==> src/sv/tsa_pkg.sv <==
// ----------------------------------------------------------------------------
// tsa_pkg: shared types and helpers for TCP segment arrival
// Connection state codes, result codes, the classified item carried from the
// front to the back, and modulo-2^32 sequence compares.
// ----------------------------------------------------------------------------
package tsa_pkg;

  localparam int unsigned QDepth = 2;

  localparam logic [15:0] OffsetMask = 16'hF000;
  localparam int unsigned FlagFin = 0;
  localparam int unsigned FlagSyn = 1;
  localparam int unsigned FlagRst = 2;
  localparam int unsigned FlagAck = 4;

  typedef enum logic [3:0] {
    ST_CLOSED     = 4'd0,
    ST_LISTEN     = 4'd1,
    ST_SYN_SENT   = 4'd2,
    ST_SYN_RCVD   = 4'd3,
    ST_EST        = 4'd4,
    ST_FW1        = 4'd5,
    ST_FW2        = 4'd6,
    ST_CLOSE_WAIT = 4'd7,
    ST_CLOSING    = 4'd8,
    ST_LAST_ACK   = 4'd9,
    ST_TIME_WAIT  = 4'd10
  } tsa_state_e;

  typedef enum logic [2:0] {
    ACT_DROP    = 3'd0,
    ACT_PASS    = 3'd1,
    ACT_ACK     = 3'd2,
    ACT_FIN_ACK = 3'd3,
    ACT_LISTEN  = 3'd4
  } tsa_action_e;

  typedef enum logic [2:0] {
    SIG_NONE    = 3'd0,
    SIG_REFUSED = 3'd1,
    SIG_RESET   = 3'd2,
    SIG_CLOSING = 3'd3,
    SIG_INTR    = 3'd4
  } tsa_signal_e;

  typedef enum logic [2:0] {
    REG_RCV_NEXT    = 3'd0,
    REG_RCV_WINDOW  = 3'd1,
    REG_SEND_NEXT   = 3'd2,
    REG_START_STATE = 3'd3,
    REG_START_UNA   = 3'd4,
    REG_START_WND   = 3'd5,
    REG_START_WL1   = 3'd6,
    REG_START_WL2   = 3'd7
  } tsa_reg_e;

  // Static connection parameters; users write them only while idle, unchecked.
  typedef struct packed {
    logic [31:0] rcv_next;
    logic [15:0] rcv_window;
    logic [31:0] send_next;
  } tsa_cfg_t;

  // Load strobes for the back's state registers.
  typedef struct packed {
    logic        state;
    logic        una;
    logic        wnd;
    logic        wl1;
    logic        wl2;
    logic [31:0] value;
  } tsa_load_t;

  // Classified segment: ok folds the length check and acceptability test.
  typedef struct packed {
    logic [31:0] seq;
    logic [31:0] ack;
    logic [15:0] window;
    logic        fin;
    logic        syn;
    logic        rst;
    logic        ack_flag;
    logic        ok;
  } tsa_item_t;

  typedef struct packed {
    tsa_action_e action;
    logic [31:0] reply_seq;
    logic [31:0] reply_ack;
    tsa_signal_e user_signal;
    logic        remove_socket;
    logic [3:0]  new_state;
  } tsa_result_t;

  function automatic logic seq_lt(logic [31:0] a, logic [31:0] b);
    logic [31:0] diff;
    diff = a - b;
    return diff[31];
  endfunction

  function automatic logic seq_le(logic [31:0] a, logic [31:0] b);
    return (a == b) || seq_lt(a, b);
  endfunction

endpackage

==> src/sv/tsa_front.sv <==
// ----------------------------------------------------------------------------
// tsa_front: segment classifier
// Registers one segment per cycle unless the queue is full, together with
// its length check and receive-window acceptability verdict.
// ----------------------------------------------------------------------------
module tsa_front (
  input  logic              clk_i,
  input  logic              rst_ni,
  input  tsa_pkg::tsa_cfg_t cfg_i,
  input  logic              in_valid_i,
  output logic              in_stall_o,
  input  logic [31:0]       seg_seq_i,
  input  logic [31:0]       seg_ack_i,
  input  logic [15:0]       seg_window_i,
  input  logic [15:0]       hdr_word_i,
  input  logic [15:0]       l4_length_i,
  output logic              push_o,
  output tsa_pkg::tsa_item_t item_o,
  input  logic              q_full_i
);
  import tsa_pkg::*;

  logic        valid_q;
  tsa_item_t   item_q, item_d;
  logic [15:0] offset_bits;
  logic [5:0]  hlen;
  logic        short_seg;
  logic [15:0] slen;
  logic        slen_nz;
  logic [31:0] end_seg;
  logic [31:0] end_win;
  logic        win_zero;
  logic        accept_in;
  logic        hit_start;
  logic        hit_end;

  assign push_o     = valid_q && !q_full_i;
  assign in_stall_o = valid_q && q_full_i;
  assign accept_in  = in_valid_i && !in_stall_o;
  assign item_o     = item_q;

  always_comb begin
    offset_bits = hdr_word_i & OffsetMask;
    hlen        = {offset_bits[15:12], 2'b00};
    short_seg   = l4_length_i < {10'd0, hlen};
    slen        = l4_length_i - {10'd0, hlen};
    slen_nz     = slen != 16'd0;
    end_seg     = seg_seq_i + {16'd0, slen} - {31'd0, slen_nz};
    win_zero    = cfg_i.rcv_window == 16'd0;
    end_win     = cfg_i.rcv_next + (win_zero ? 32'd1 : {16'd0, cfg_i.rcv_window});
    hit_start   = seq_le(cfg_i.rcv_next, seg_seq_i) && seq_lt(seg_seq_i, end_win);
    hit_end     = seq_le(cfg_i.rcv_next, end_seg) && seq_lt(end_seg, end_win);

    item_d.seq      = seg_seq_i;
    item_d.ack      = seg_ack_i;
    item_d.window   = seg_window_i;
    item_d.fin      = hdr_word_i[FlagFin];
    item_d.syn      = hdr_word_i[FlagSyn];
    item_d.rst      = hdr_word_i[FlagRst];
    item_d.ack_flag = hdr_word_i[FlagAck];
    item_d.ok       = !short_seg && !(win_zero && slen_nz) && (hit_start || hit_end);
  end

  always_ff @(posedge clk_i or negedge rst_ni) begin
    if (!rst_ni) begin
      valid_q <= 1'b0;
    end else if (accept_in) begin
      valid_q <= 1'b1;
    end else if (push_o) begin
      valid_q <= 1'b0;
    end
  end

  always_ff @(posedge clk_i) begin
    if (accept_in) begin
      item_q <= item_d;
    end
  end

endmodule

==> src/sv/tsa_queue.sv <==
// ----------------------------------------------------------------------------
// tsa_queue: classified-item queue
// Two-entry FIFO that decouples the classifier from the state update.
// ----------------------------------------------------------------------------
module tsa_queue (
  input  logic               clk_i,
  input  logic               rst_ni,
  input  logic               push_i,
  input  tsa_pkg::tsa_item_t push_item_i,
  output logic               full_o,
  input  logic               pop_i,
  output logic               not_empty_o,
  output tsa_pkg::tsa_item_t head_item_o
);
  import tsa_pkg::*;

  localparam int unsigned PtrW = $clog2(QDepth);

  tsa_item_t       entry_q [QDepth];
  logic [PtrW-1:0] wr_ptr_q;
  logic [PtrW-1:0] rd_ptr_q;
  logic [PtrW:0]   count_q;

  assign full_o      = count_q == (PtrW+1)'(QDepth);
  assign not_empty_o = count_q != '0;
  assign head_item_o = entry_q[rd_ptr_q];

  always_ff @(posedge clk_i or negedge rst_ni) begin
    if (!rst_ni) begin
      wr_ptr_q <= '0;
      rd_ptr_q <= '0;
      count_q  <= '0;
    end else begin
      if (push_i) begin
        wr_ptr_q <= (wr_ptr_q == PtrW'(QDepth - 1)) ? '0 : wr_ptr_q + 1'b1;
      end
      if (pop_i) begin
        rd_ptr_q <= (rd_ptr_q == PtrW'(QDepth - 1)) ? '0 : rd_ptr_q + 1'b1;
      end
      if (push_i && !pop_i) begin
        count_q <= count_q + 1'b1;
      end else if (pop_i && !push_i) begin
        count_q <= count_q - 1'b1;
      end
    end
  end

  always_ff @(posedge clk_i) begin
    if (push_i) begin
      entry_q[wr_ptr_q] <= push_item_i;
    end
  end

endmodule

==> src/sv/tsa_back.sv <==
// ----------------------------------------------------------------------------
// tsa_back: connection state update
// Holds the connection state and send variables, applies one classified
// segment per cycle unless the output stalls, and registers its result.
// ----------------------------------------------------------------------------
module tsa_back (
  input  logic                clk_i,
  input  logic                rst_ni,
  input  tsa_pkg::tsa_cfg_t   cfg_i,
  input  tsa_pkg::tsa_load_t  load_i,
  input  logic                head_valid_i,
  input  tsa_pkg::tsa_item_t  head_item_i,
  output logic                pop_o,
  output logic                out_valid_o,
  input  logic                out_stall_i,
  output tsa_pkg::tsa_result_t result_o
);
  import tsa_pkg::*;

  tsa_state_e  state_q, state_d;
  logic [31:0] una_q, una_d;
  logic [15:0] wnd_q, wnd_d;
  logic [31:0] wl1_q, wl1_d;
  logic [31:0] wl2_q, wl2_d;
  logic        out_valid_q;
  tsa_result_t result_q, result_d;
  logic        fin_go;
  logic        finished;
  logic        sync_ack_state;

  assign pop_o       = head_valid_i && (!out_valid_q || !out_stall_i);
  assign out_valid_o = out_valid_q;
  assign result_o    = result_q;

  always_comb begin
    state_d  = state_q;
    una_d    = una_q;
    wnd_d    = wnd_q;
    wl1_d    = wl1_q;
    wl2_d    = wl2_q;
    fin_go   = 1'b0;
    finished = 1'b0;
    sync_ack_state = (state_q >= ST_EST) && (state_q <= ST_CLOSING);

    result_d.action        = ACT_DROP;
    result_d.reply_seq     = '0;
    result_d.reply_ack     = '0;
    result_d.user_signal   = SIG_NONE;
    result_d.remove_socket = 1'b0;

    if (state_q == ST_LISTEN) begin
      result_d.action = ACT_LISTEN;
    end else if (state_q == ST_CLOSED || state_q == ST_SYN_SENT || state_q > ST_TIME_WAIT) begin
      result_d.action = ACT_DROP;
    end else if (!head_item_i.ok) begin
      result_d.action = ACT_DROP;
    end else if (head_item_i.rst) begin
      // Signal depends on how far the connection had come.
      if (state_q == ST_SYN_RCVD) begin
        result_d.user_signal = SIG_REFUSED;
      end else if (state_q >= ST_EST && state_q <= ST_CLOSE_WAIT) begin
        result_d.user_signal = SIG_RESET;
      end else begin
        result_d.user_signal = SIG_INTR;
      end
      result_d.remove_socket = 1'b1;
      state_d = ST_CLOSED;
    end else if (head_item_i.syn) begin
      result_d.user_signal   = SIG_RESET;
      result_d.remove_socket = 1'b1;
      state_d = ST_CLOSED;
    end else begin
      fin_go = head_item_i.fin;
      if (head_item_i.ack_flag) begin
        if (sync_ack_state) begin
          if (seq_lt(cfg_i.send_next, head_item_i.ack)) begin
            // Ack of unsent data: answer with an ACK, skip FIN.
            result_d.action    = ACT_ACK;
            result_d.reply_seq = cfg_i.rcv_next;
            result_d.reply_ack = cfg_i.send_next;
            fin_go   = 1'b0;
            finished = 1'b1;
          end else if (!seq_lt(head_item_i.ack, una_q)) begin
            una_d = head_item_i.ack;
            if (seq_lt(wl1_q, head_item_i.seq) ||
                (wl1_q == head_item_i.seq && seq_le(wl2_q, head_item_i.ack))) begin
              wnd_d = head_item_i.window;
              wl1_d = head_item_i.seq;
              wl2_d = head_item_i.ack;
            end
            if (state_q == ST_FW1) begin
              state_d = ST_FW2;
            end else if (state_q == ST_CLOSING) begin
              state_d = ST_TIME_WAIT;
            end
          end
        end else if (state_q == ST_LAST_ACK) begin
          state_d = ST_CLOSED;
        end
      end else if (!head_item_i.fin) begin
        finished = 1'b1;
      end

      if (fin_go) begin
        case (state_d)
          ST_SYN_RCVD, ST_EST: state_d = ST_CLOSE_WAIT;
          ST_FW1:              state_d = head_item_i.ack_flag ? ST_TIME_WAIT : ST_CLOSING;
          ST_FW2:              state_d = ST_TIME_WAIT;
          default:             state_d = state_d;
        endcase
        result_d.action      = ACT_FIN_ACK;
        result_d.user_signal = SIG_CLOSING;
      end else if (!finished) begin
        result_d.action = ACT_PASS;
      end
    end

    result_d.new_state = state_d;
  end

  always_ff @(posedge clk_i or negedge rst_ni) begin
    if (!rst_ni) begin
      state_q     <= ST_EST;
      una_q       <= '0;
      wnd_q       <= '0;
      wl1_q       <= '0;
      wl2_q       <= '0;
      out_valid_q <= 1'b0;
    end else begin
      if (pop_o) begin
        state_q <= state_d;
        una_q   <= una_d;
        wnd_q   <= wnd_d;
        wl1_q   <= wl1_d;
        wl2_q   <= wl2_d;
      end
      // Configuration writes must arrive only while idle; unchecked here.
      if (load_i.state) begin
        state_q <= tsa_state_e'(load_i.value[3:0]);
      end
      if (load_i.una) begin
        una_q <= load_i.value;
      end
      if (load_i.wnd) begin
        wnd_q <= load_i.value[15:0];
      end
      if (load_i.wl1) begin
        wl1_q <= load_i.value;
      end
      if (load_i.wl2) begin
        wl2_q <= load_i.value;
      end
      if (pop_o) begin
        out_valid_q <= 1'b1;
      end else if (!out_stall_i) begin
        out_valid_q <= 1'b0;
      end
    end
  end

  always_ff @(posedge clk_i) begin
    if (pop_o) begin
      result_q <= result_d;
    end
  end

endmodule

==> src/sv/tcp_segment_arrival_fsm.sv <==
// ----------------------------------------------------------------------------
// tcp_segment_arrival_fsm: TCP segment arrival processing, one connection
// Classifies received segments against the receive window, then applies
// RST, SYN, ACK and FIN handling to the connection state.
// ----------------------------------------------------------------------------
//
//  Channel | Handshake              | Payload
//  --------+------------------------+--------------------------------------------
//  in      | in_valid_i/in_stall_o  | seg_seq, seg_ack, seg_window, hdr_word,
//          |                        | l4_length
//  out     | out_valid_o/out_stall_i| action, reply_seq, reply_ack, user_signal,
//          |                        | remove_socket, new_state
//  cfg     | cfg_valid_i/cfg_ready_o| cfg_index_i, cfg_data_i (always ready)
//
// One segment per cycle sustained while the output is not stalled. A
// segment passes through the classifier register, a queue entry and the
// result register before its result shows on the output.
// The back's state update loop through its state registers sets the rate.
// Reset loads the connection state ESTABLISHED and zero send variables.
// A stalled output holds its result; the two queue entries and the classifier
// register take three more items before the input stalls.
//
module tcp_segment_arrival_fsm (
  input  logic        clk_i,
  input  logic        rst_ni,
  input  logic        cfg_valid_i,
  output logic        cfg_ready_o,
  input  logic [2:0]  cfg_index_i,
  input  logic [31:0] cfg_data_i,
  input  logic        in_valid_i,
  output logic        in_stall_o,
  input  logic [31:0] seg_seq_i,
  input  logic [31:0] seg_ack_i,
  input  logic [15:0] seg_window_i,
  input  logic [15:0] hdr_word_i,
  input  logic [15:0] l4_length_i,
  output logic        out_valid_o,
  input  logic        out_stall_i,
  output logic [2:0]  action_o,
  output logic [31:0] reply_seq_o,
  output logic [31:0] reply_ack_o,
  output logic [2:0]  user_signal_o,
  output logic        remove_socket_o,
  output logic [3:0]  new_state_o
);
  import tsa_pkg::*;

  tsa_cfg_t    cfg_q;
  tsa_load_t   load;
  logic        cfg_we;
  logic        push;
  tsa_item_t   push_item;
  logic        q_full;
  logic        pop;
  logic        head_valid;
  tsa_item_t   head_item;
  tsa_result_t result;

  assign cfg_ready_o = 1'b1;
  assign cfg_we      = cfg_valid_i && cfg_ready_o;

  // Decode the write into load strobes for the back's state.
  always_comb begin
    load       = '0;
    load.value = cfg_data_i;
    if (cfg_we) begin
      case (tsa_reg_e'(cfg_index_i))
        REG_START_STATE: load.state = 1'b1;
        REG_START_UNA:   load.una   = 1'b1;
        REG_START_WND:   load.wnd   = 1'b1;
        REG_START_WL1:   load.wl1   = 1'b1;
        REG_START_WL2:   load.wl2   = 1'b1;
        default:         load.state = 1'b0;
      endcase
    end
  end

  // Hold the static registers; start values live in the back's state.
  always_ff @(posedge clk_i or negedge rst_ni) begin
    if (!rst_ni) begin
      cfg_q <= '0;
    end else if (cfg_we) begin
      case (tsa_reg_e'(cfg_index_i))
        REG_RCV_NEXT:   cfg_q.rcv_next   <= cfg_data_i;
        REG_RCV_WINDOW: cfg_q.rcv_window <= cfg_data_i[15:0];
        REG_SEND_NEXT:  cfg_q.send_next  <= cfg_data_i;
        default:        cfg_q            <= cfg_q;
      endcase
    end
  end

  tsa_front u_front (
    .clk_i        (clk_i),
    .rst_ni       (rst_ni),
    .cfg_i        (cfg_q),
    .in_valid_i   (in_valid_i),
    .in_stall_o   (in_stall_o),
    .seg_seq_i    (seg_seq_i),
    .seg_ack_i    (seg_ack_i),
    .seg_window_i (seg_window_i),
    .hdr_word_i   (hdr_word_i),
    .l4_length_i  (l4_length_i),
    .push_o       (push),
    .item_o       (push_item),
    .q_full_i     (q_full)
  );

  tsa_queue u_queue (
    .clk_i       (clk_i),
    .rst_ni      (rst_ni),
    .push_i      (push),
    .push_item_i (push_item),
    .full_o      (q_full),
    .pop_i       (pop),
    .not_empty_o (head_valid),
    .head_item_o (head_item)
  );

  tsa_back u_back (
    .clk_i        (clk_i),
    .rst_ni       (rst_ni),
    .cfg_i        (cfg_q),
    .load_i       (load),
    .head_valid_i (head_valid),
    .head_item_i  (head_item),
    .pop_o        (pop),
    .out_valid_o  (out_valid_o),
    .out_stall_i  (out_stall_i),
    .result_o     (result)
  );

  assign action_o        = result.action;
  assign reply_seq_o     = result.reply_seq;
  assign reply_ack_o     = result.reply_ack;
  assign user_signal_o   = result.user_signal;
  assign remove_socket_o = result.remove_socket;
  assign new_state_o     = result.new_state;

endmodule

==> config.mk <==
export PLATFORM = sky130hd
export DESIGN_NAME = tcp_segment_arrival_fsm
export DESIGN_NICKNAME = d
export VERILOG_FILES = /design/src/sv/tsa_pkg.sv /design/src/sv/tsa_front.sv /design/src/sv/tsa_queue.sv /design/src/sv/tsa_back.sv /design/src/sv/tcp_segment_arrival_fsm.sv
export SDC_FILE = /design/constraint.sdc
export NUM_CORES = 1
export LEC_CHECK = 0
export BUFFER_PORTS_ARGS = -buffer_cell sky130_fd_sc_hd__buf_2
export CAP_MARGIN = 30
export CORE_ASPECT_RATIO = 1.4
export CORE_MARGIN = 4
export CORE_UTILIZATION = 59
export CTS_CLUSTER_DIAMETER = 100
export DETAILED_ROUTE_END_ITERATION = 12
export HOLD_SLACK_MARGIN = 0.08
export PLACE_DENSITY = 0.79
export SYNTH_ARGS = -nofsm -noshare
export SYNTH_HDL_FRONTEND = slang
export SYNTH_HIERARCHICAL = 1
export SYNTH_SLANG_ARGS = --single-unit
==> constraint.sdc <==
create_clock -name clk_i -period 13.5 [get_ports clk_i]
set_input_delay 2.7 -clock clk_i [delete_from_list [all_inputs] [get_ports clk_i]]
set_output_delay 2.7 -clock clk_i [all_outputs]
set_load 0.1 [all_outputs]
==> results of run 1 <==
-- registers in the layout, indices dropped and copies added, names as in the netlist --
signal and count:
cfg_q 80, u_back/result_o 75, u_queue/entry_q 74, u_front/item_o 37, u_back/una_q 32, u_back/state_q 4
u_queue/count_q 2, u_back/out_valid_o 1, u_front/valid_q 1, u_queue/rd_ptr_q 1, u_queue/wr_ptr_q 1
-- worst max path at each step --
stage                    from                 to  slack, ps  cells after the start
2_1_floorplan  l4_length_i[2]  u_front/item_o[0]       5150                     32
3_3_place_gp   l4_length_i[2]  u_front/item_o[0]       3720                     35
3_5_place_dp   l4_length_i[2]  u_front/item_o[0]       3640                     35
4_1_cts        l4_length_i[2]  u_front/item_o[0]       4220                     35
5_1_grt        l4_length_i[2]  u_front/item_o[0]       3780                     35
6_report       l4_length_i[2]  u_front/item_o[0]       4120                     31
-- layer usage --
| layer | wire length (microns) | vias up | track usage, % | part of all wire, % |
|---|---|---|---|---|
| met4 | 2220 | 0 | 10.82 | 4.6 |
| li1 | - | 7079 | - | - |
| met2 | 25120 | 463 | 46.91 | 52 |
| met5 | 0 | - | 0 | 0 |
| met1 | 18760 | 7037 | 30.27 | 39 |
| met3 | 2405 | 143 | 2.427 | 5.0 |
-- through the flow --
step	hold WS, ps	setup WS (ps)
2_1_floorplan	421.5	5152
3_3_place_gp	424.1	3720
3_5_place_dp	429.0	3639
4_1_cts	442.6	4217
5_1_grt	460.2	3779
6_report	442.4	4117
-- power breakdown --
part           internal (mW)  switching (mW)
Sequential              1.31           0.171
Clock                  0.535           0.366
Combinational          0.820            1.65
-- cell type report --
type	instances	area [sq um]
clock buffers	29	725.7
fillers	2609	11350
well taps	451	564.3
multi-input cells	1287	10480
repair buffers	219	1221
inverters	188	706.9
clock inverters	24	337.8
flip-flops and latches	308	8641
diodes	1	2.502
-- placed cells by master (no fill, tap or decap), types with 45 or more instances in the layout --
| cell type | count |
|---|---|
| ha_1 | 250 |
| buf_2 | 203 |
| inv_1 | 187 |
| edfxtp_1 | 186 |
| nand2_1 | 123 |
| dfrtp_1 | 120 |
| a21oi_1 | 110 |
| and3_1 | 75 |
| mux2_4 | 72 |
| o21ai_0 | 60 |
| nor2_1 | 54 |
| xnor2_1 | 45 |
==> impl_metrics.csv, run 1 <==
group,metric,value,unit
route,drt_pass1_iterations,6,
hold_path,hold_depth,0,
clock_network,cts_buffers,29,
worst_setup_path,worstRegToRegCells,23,
placement,dp_hpwl,38.15,mm
cells_and_area,final_core_util,66.65,%
die,die_x,164.7,microns
power,leakagePower,10.78,nW
clock_network,cts_sinks,308,
timing,fin_skew,15.11,ps
die,rows,80,
route,drt_iter0_drc,869,
worst_setup_path,crit_slowest_cell,"nor4_1",
hold_path,hp-class,"register to register",
placement,place_inst,2451,
hold_path,holdPathEnd,"u_queue/entry_q[1][30]",
die,io_pins,230,
clock_network,postCtsHoldBufs,0,
cells_and_area,final_cell_count_no_fill,2507,
yosys,yosysWarnings,6,
hold_path,hold_start,"u_front/item_o[30]",
timing,slew_headroom,35.44,%
placement,port_buffers,204,
cells_and_area,area_growth,11.88,%
run_status,outcome,"complete, no violations",
worst_setup_path,critical_path_class,"primary input to register",
route,wl,48.50,mm
timing,fin_tns_setup,0,ps
timing,drv_slew,0,
clock_network,post-cts-setup-buffers,0,
placement,placed_area,21580,sq um
worst_setup_path,worstPathRequired,13870,ps
clock_network,h-tree-depth,1,
clock_network,post_cts_resized,0,
cells_and_area,layout-drive-gt1-share,20.49,%
yosys,synth_area_per_cell,10.96,sq um
power,power_density,214.0,nW/um^2
worst_setup_path,critPathBufInv,5,
worst_setup_path,worst_setup_path_end_kind,"register",
yosys,syn_inst,1849,
route,ant_nets,0,
grt,antenna_found_initial,1,
worst_setup_path,critPathMaxFanout,6,
die,initial_core_util,59.57,%
clock_network,insertion_delay,560,ps
die,die-area,37430,sq um
worst_setup_path,critical-path-max-stage-delay,560,ps
timing,min_period,9383,ps
worst_setup_path,r2r_slack,7710,ps
route,num_vias,14722,
yosys,netlist_area,20270,sq um
worst_setup_path,crit_arrival,9750,ps
worst_setup_path,critPathLaunchType,"primary input",
yosys,syn_nets,2254,
placement,gp_congestion,0.9318,
route,drc_errors,0,
clock_network,cts_tree,"built",
die,die_h,227.3,microns
flow_run,cap_violations,0,
timing,rsz0062_at_grt,"false",
grt,track_usage,25.50,%
clock_network,clockRootBuffer,"clkbuf_16",
cells_and_area,nets,2438,
grt,gr-total-overflow,0,
route,avgRoutedWirePerCell,19.35,microns
power,ir_drop,167.2,uV
grt,grt_pass1_vias,14976,
grt,grt_pass1_wl,75.83,mm
power,p_total,4.854,mW
timing,finalCritPeriodShare,69.50,%
die,coreArea,34030,sq um
timing,hold_violations,0,
cells_and_area,final_area,22680,sq um
clock_network,path_clk_slew,70,ps
worst_setup_path,r2r-end,"u_front/item_o[0]",
timing,setup_violations,0,
timing,max_freq,106.6,MHz
grt,grt_max_degree,76,
worst_setup_path,worstReg2RegStart,"cfg_q[43]",
route,vias_per_cell,5.872,
worst_setup_path,critPathTopFamily,"simple AND/OR/NAND/NOR gates",
clock_network,clockBufferDepth,3,
timing,tightest_slew,968.4,ps
Power figures use the tool's default switching activity.
==> run 2, diff against run 1 <==
Settings changed: ABC_AREA set to 1.
Clock period 13.5 ns to 9.2 ns, I/O delays scaled along.
==> run 2 against run 1 <==
Compared with the run above: wire length is 8.7% higher; worst setup slack worse by 2200 ps; area after synthesis is 3.5% higher; clock skew is 2.7 ps higher; synthesized cell count is 31% higher; count of clock-buffer cells in the layout is 3 higher; sequential share of layout area is 1.3 points lower; design area is 3.5% higher; register-to-register slack worse by 3100 ps; critical path type unchanged; sequential power is 45% higher; utilization is 0.33 points higher.
==> impl_metrics.csv, run 2 <==
group,metric,value,unit
flow_run,cap_violations,0,
grt,gr-total-overflow,0,
yosys,synth_area_per_cell,8.640,sq um
die,die-area,38680,sq um
grt,antenna_found_initial,5,
power,combPwrFrac,50.5,%
power,power_density,299.3,nW/um^2
worst_setup_path,crit_arrival,7720,ps
clock_network,clockBufferDepth,3,
route,drt_pass1_iterations,6,
worst_setup_path,r2r_slack,4610,ps
cells_and_area,layout-drive-gt1-share,15.85,%
cells_and_area,mostFrequentLayoutCell,"nand2_1",
route,drc_errors,0,
cells_and_area,area_growth,11.95,%
cells_and_area,largest_register,"cfg_q",
timing,finalCritPeriodShare,79.69,%
grt,grt_max_degree,84,
timing,min_period,7331,ps
route,drt_iter0_drc,1195,
clock_network,postCtsHoldBufs,0,
yosys,yosysWarnings,6,
worst_setup_path,critical-path-max-stage-delay,520,ps
die,die_h,231.1,microns
timing,timing.final.ws_setup,1869,ps
cells_and_area,multi_input_area,10490,sq um
die,io_pins,230,
placement,place_inst,3038,
timing,hold_ws,440.5,ps
worst_setup_path,crit_slowest_cell,"nor4_1",
route,ant_nets,0,
timing,hold_violations,0,
worst_setup_path,worst_setup_path_end_kind,"register",
cells_and_area,final_core_util,66.98,%
power,switchingPower,3.323,mW
clock_network,insertion_delay,570,ps
die,initial_core_util,59.83,%
timing,fin_tns_setup,0,ps
grt,grt_pass1_vias,17200,
cells_and_area,fill_cells,2843,
cells_and_area,nets,3019,
power,share_clk_of_total_power,18.9,%
power,leakagePower,11.95,nW
run_status,outcome,"complete, no violations",
cells_and_area,ff_latch_area,8641,sq um
grt,track_usage,26.56,%
route,vias_per_cell,5.518,
worst_setup_path,cpMostUsedCell,"nand2_1",
power,ir_drop,240.3,uV
worst_setup_path,worstPathRequired,9590,ps
power,swShare,47.27,%
route,avgRoutedWirePerCell,17.02,microns
clock_network,post_cts_resized,0,
clock_network,cts_sinks,308,
clock_network,post-cts-setup-buffers,0,
grt,grt_pass1_wl,83.82,mm
cells_and_area,final_cell_count_no_fill,3099,
route,num_vias,17100,
worst_setup_path,critical_path_class,"primary input to register",
die,coreArea,35070,sq um
timing,tightest_slew,988.4,ps
timing,max_freq,136.4,MHz
yosys,syn_nets,2833,
timing,slew_headroom,33.95,%
hold_path,hp-class,"register to register",
timing,setup_violations,0,
route,wl,52.74,mm
cells_and_area,largest_reg_flops,80,
placement,dp_hpwl,41.59,mm
power,p_total,7.029,mW
worst_setup_path,critPathMaxFanout,3,
yosys,netlist_area,20980,sq um
cells_and_area,final_area,23490,sq um
placement,post-place-ws,1374,ps
clock_network,cts_tree,"built",
clock_network,clockRootBuffer,"clkbuf_16",
cells_and_area,final_cell_mix,"nand2_1, inv_1, ha_1",
power,p_int,3.706,mW
power,power_frac_seq,30.6,%
die,die_x,167.4,microns
placement,port_buffers,204,
clock_network,cts_buffers,30,
timing,fin_skew,17.83,ps
clock_network,path_clk_slew,70,ps
worst_setup_path,critPathLaunchType,"primary input",
placement,placed_area,22390,sq um
clock_network,h-tree-depth,1,
timing,rsz0062_at_grt,"false",
placement,gp_congestion,0.9742,
yosys,syn_inst,2428,
die,rows,81,
timing,drv_slew,0,
run 2: layout make-up:
cell class / instances / share of cell area (%)
Sequential cell: 308 / 36.79
Tap cell: 456 / 2.429
Clock buffer: 32 / 3.319
Multi-Input combinational cell: 1658 / 44.68
Antenna cell: 5 / 0.05327
Clock inverter: 24 / 1.311
Timing Repair Buffer: 216 / 5.018
Inverter: 400 / 6.398
run 2: layer usage:
metal,part of all wire [%],GRT usage [%],vias up
met1,38,30.69,7972
met3,5.3,2.815,147
met5,0,0,-
met4,5.2,12.69,0
met2,51,49.00,592
li1,-,-,8389
run 2: final timing paths:
path | start | to | cells after the start
max | l4_length_i[2] | u_front/item_o[0] | 42
min | u_front/item_o[26] | u_queue/entry_q[0][26] | 0
max reg2reg | cfg_q[44] | u_front/item_o[0] | 25
min reg2reg | u_front/item_o[26] | u_queue/entry_q[0][26] | 0
max in group asynchronous | rst_ni | cfg_q[49] | 2
min in group asynchronous | rst_ni | cfg_q[76] | 1
run 2: power groups by stage:
| stage | Clock [mW] | Sequential (mW) | Combinational (mW) |
|---|---|---|---|
| floorplan | 0 | 3.10 | 1.86 |
| global placement | 0 | 2.19 | 3.35 |
| detailed placement | 0 | 2.17 | 3.51 |
| CTS | 1.36 | 2.15 | 3.54 |
| global route | 1.42 | 2.19 | 3.87 |
| finish | 1.33 | 2.15 | 3.55 |
run 2: critical path: cells and delay by family:
| family | cells | cell delay, ps |
|---|---|---|
| buf+inv | 7 | 440 |
| fa+ha+maj | 6 | 1700 |
| simple gates | 27 | 3310 |
| compound gates | 2 | 420 |
==> run 3, diff against run 2 <==
Settings changed: ABC_AREA 1 to 0.
Clock period 9.2 ns to 7.4 ns, I/O delays scaled along.
==> run 3 against run 2 <==
Compared with the run above: wire length is 4.9% lower; design area is 0.17% lower; clock skew is 2.5 ps higher; clock power is 18% higher; utilization is 1.9 points higher; worst setup slack worse by 1700 ps; critical path type unchanged; critical endpoint unchanged; largest cell class unchanged; largest power group unchanged; highest routed layer unchanged.
==> impl_metrics.csv, run 3 (same netlist as run 1, synthesis figures left out) <==
group,metric,value,unit
run_status,outcome,"complete, no violations",
clock_network,path_clk_slew,70,ps
worst_setup_path,worstPathRequired,7670,ps
worst_setup_path,crit_slowest_cell,"o41ai_1",
cells_and_area,largest_reg_flops,80,
worst_setup_path,worstReg2RegStart,"cfg_q[35]",
cells_and_area,layout-drive-gt1-share,24.86,%
hold_path,hold_depth,0,
grt,track_usage,26.43,%
die,io_pins,230,
clock_network,clockBufferDepth,3,
grt,grt_pass1_wl,78.48,mm
timing,tightest_slew,975.4,ps
route,wl,50.15,mm
cells_and_area,area_growth,15.65,%
route,num_vias,15073,
flow_run,cap_violations,0,
cells_and_area,nets,2524,
cells_and_area,ff_latch_area,8641,sq um
timing,min_period,7199,ps
timing,setup_violations,0,
hold_path,hold_start,"u_front/item_o[26]",
worst_setup_path,critPathLaunchType,"primary input",
timing,finalCritPeriodShare,97.29,%
worst_setup_path,critPathTopFamily,"compound AO/OA/AOI/OAI gates",
route,avgRoutedWirePerCell,19.34,microns
worst_setup_path,critical-path-max-stage-delay,380,ps
placement,gp_congestion,0.9325,
power,power_density,383.0,nW/um^2
clock_network,postCtsHoldBufs,0,
grt,grt_pass1_vias,15539,
timing,drv_slew,0,
route,drt_pass1_iterations,8,
die,die_h,227.3,microns
timing,slew_headroom,34.98,%
grt,gr-total-overflow,0,
grt,met3_usage,2.101,%
timing,hold_violations,0,
cells_and_area,multi_input_area,10650,sq um
route,ant_nets,0,
die,initial_core_util,59.57,%
worst_setup_path,r2r-end,"u_front/item_o[0]",
cells_and_area,fill_cells,2529,
hold_path,hp-class,"register to register",
worst_setup_path,worstRegToRegCells,24,
power,ir_drop,332.0,uV
placement,port_buffers,204,
route,vias_per_cell,5.813,
worst_setup_path,worst_setup_path_end_kind,"register",
clock_network,cts_tree,"built",
clock_network,cts_buffers,29,
grt,grt_use_met2,48.68,%
cells_and_area,final_cell_count_no_fill,2593,
clock_network,h-tree-depth,1,
clock_network,cts_sinks,308,
worst_setup_path,cpMostUsedCell,"ha_1",
die,coreArea,34030,sq um
placement,dp_hpwl,39.31,mm
route,drc_errors,0,
grt,busiest_layer,"met2",
timing,max_freq,138.9,MHz
placement,place_inst,2535,
cells_and_area,largest_register,"cfg_q",
route,drt_iter0_drc,959,
cells_and_area,mostFrequentLayoutCell,"ha_1",
cells_and_area,final_cell_mix,"ha_1, buf_2, inv_1",
power,leakagePower,11.18,nW
grt,grt_max_degree,81,
clock_network,insertion_delay,560,ps
die,die_x,164.7,microns
timing,rsz0062_at_grt,"true",
worst_setup_path,crit_arrival,7470,ps
timing,fin_skew,20.30,ps
worst_setup_path,critPathBufInv,5,
worst_setup_path,critPathMaxFanout,3,
hold_path,holdPathEnd,"u_queue/entry_q[0][26]",
die,die-area,37430,sq um
worst_setup_path,critical_path_class,"primary input to register",
worst_setup_path,r2r_slack,1720,ps
die,rows,80,
grt,antenna_found_initial,2,
clock_network,clockRootBuffer,"clkbuf_16",
timing,hold_ws,441.3,ps
grt,use_met1,32.07,%
run 3: changes by cell type in the layout (fill, tap and decap cells not counted), sizes merged, moves of 35 or more:
cell	previous run	this run
and3	4	75
mux2	37	117
nand2	616	123
inv	406	188
nor2	182	54
buf	216	305
o21ai	50	98
mux2i	0	35
nand3	169	37
run 3: cell type report:
| cell class | count | share of cell area, % |
|---|---|---|
| well taps | 451 | 2.407 |
| clock buffers | 30 | 3.111 |
| diodes | 2 | 0.02135 |
| flip-flops and latches | 308 | 36.85 |
| inverters | 188 | 3.015 |
| repair buffers | 305 | 7.967 |
| clock inverters | 22 | 1.217 |
| multi-input cells | 1287 | 45.41 |
run 3: per-layer routing:
| layer | vias to the layer above | wire length [microns] | share of wire [%] |
|---|---|---|---|
| met5 | - | 0 | 0 |
| met3 | 124 | 2231 | 4.4 |
| met4 | 0 | 2069 | 4.1 |
| met1 | 7238 | 19740 | 39 |
| li1 | 7267 | - | - |
| met2 | 444 | 26110 | 52 |
run 3: power breakdown:
group / switching [mW] / internal (mW) / total (mW) / leakage, nW
clock: 0.642 / 0.928 / 1.57 / 0.475
sequential: 0.350 / 2.39 / 2.74 / 3.29
combinational: 3.06 / 1.62 / 4.67 / 7.41
run 3: worst max path at each step:
stage / from / to / cells after the start / slack, ps
floorplan: l4_length_i[2] / u_front/item_o[0] / 32 / 270
global placement: l4_length_i[2] / u_front/item_o[0] / 38 / -490
detailed placement: l4_length_i[2] / u_front/item_o[0] / 35 / -610
CTS: l4_length_i[2] / u_front/item_o[0] / 37 / 20
global route: l4_length_i[2] / u_front/item_o[0] / 39 / -150
finish: l4_length_i[2] / u_front/item_o[0] / 34 / 200
run 3: per-stage QoR:
step | cell area [sq um] | setup TNS [ps] | utilization, % | power (mW) | setup slack (ps)
after CTS | 23220 | 0 | 68.23 | 8.919 | 16.25
after detailed placement | 22190 | -614.0 | 65.20 | 7.321 | -614.0
final | 23450 | 0 | 68.89 | 8.981 | 200.7
after floorplan | 20270 | 0 | - | 6.196 | 271.5
after global routing | 23450 | -148.3 | 68.89 | 9.566 | -148.3
after global placement | 22120 | -489.5 | 64.99 | 7.144 | -489.5
run 3: timing repair:
action | in CTS | in global routing
endpoints found under the setup margin | 1 | 1
pin swaps | 1 | 19
gates cloned | 0 | 0
gates resized for setup | 4 | 31
buffers inserted | 0 | 2
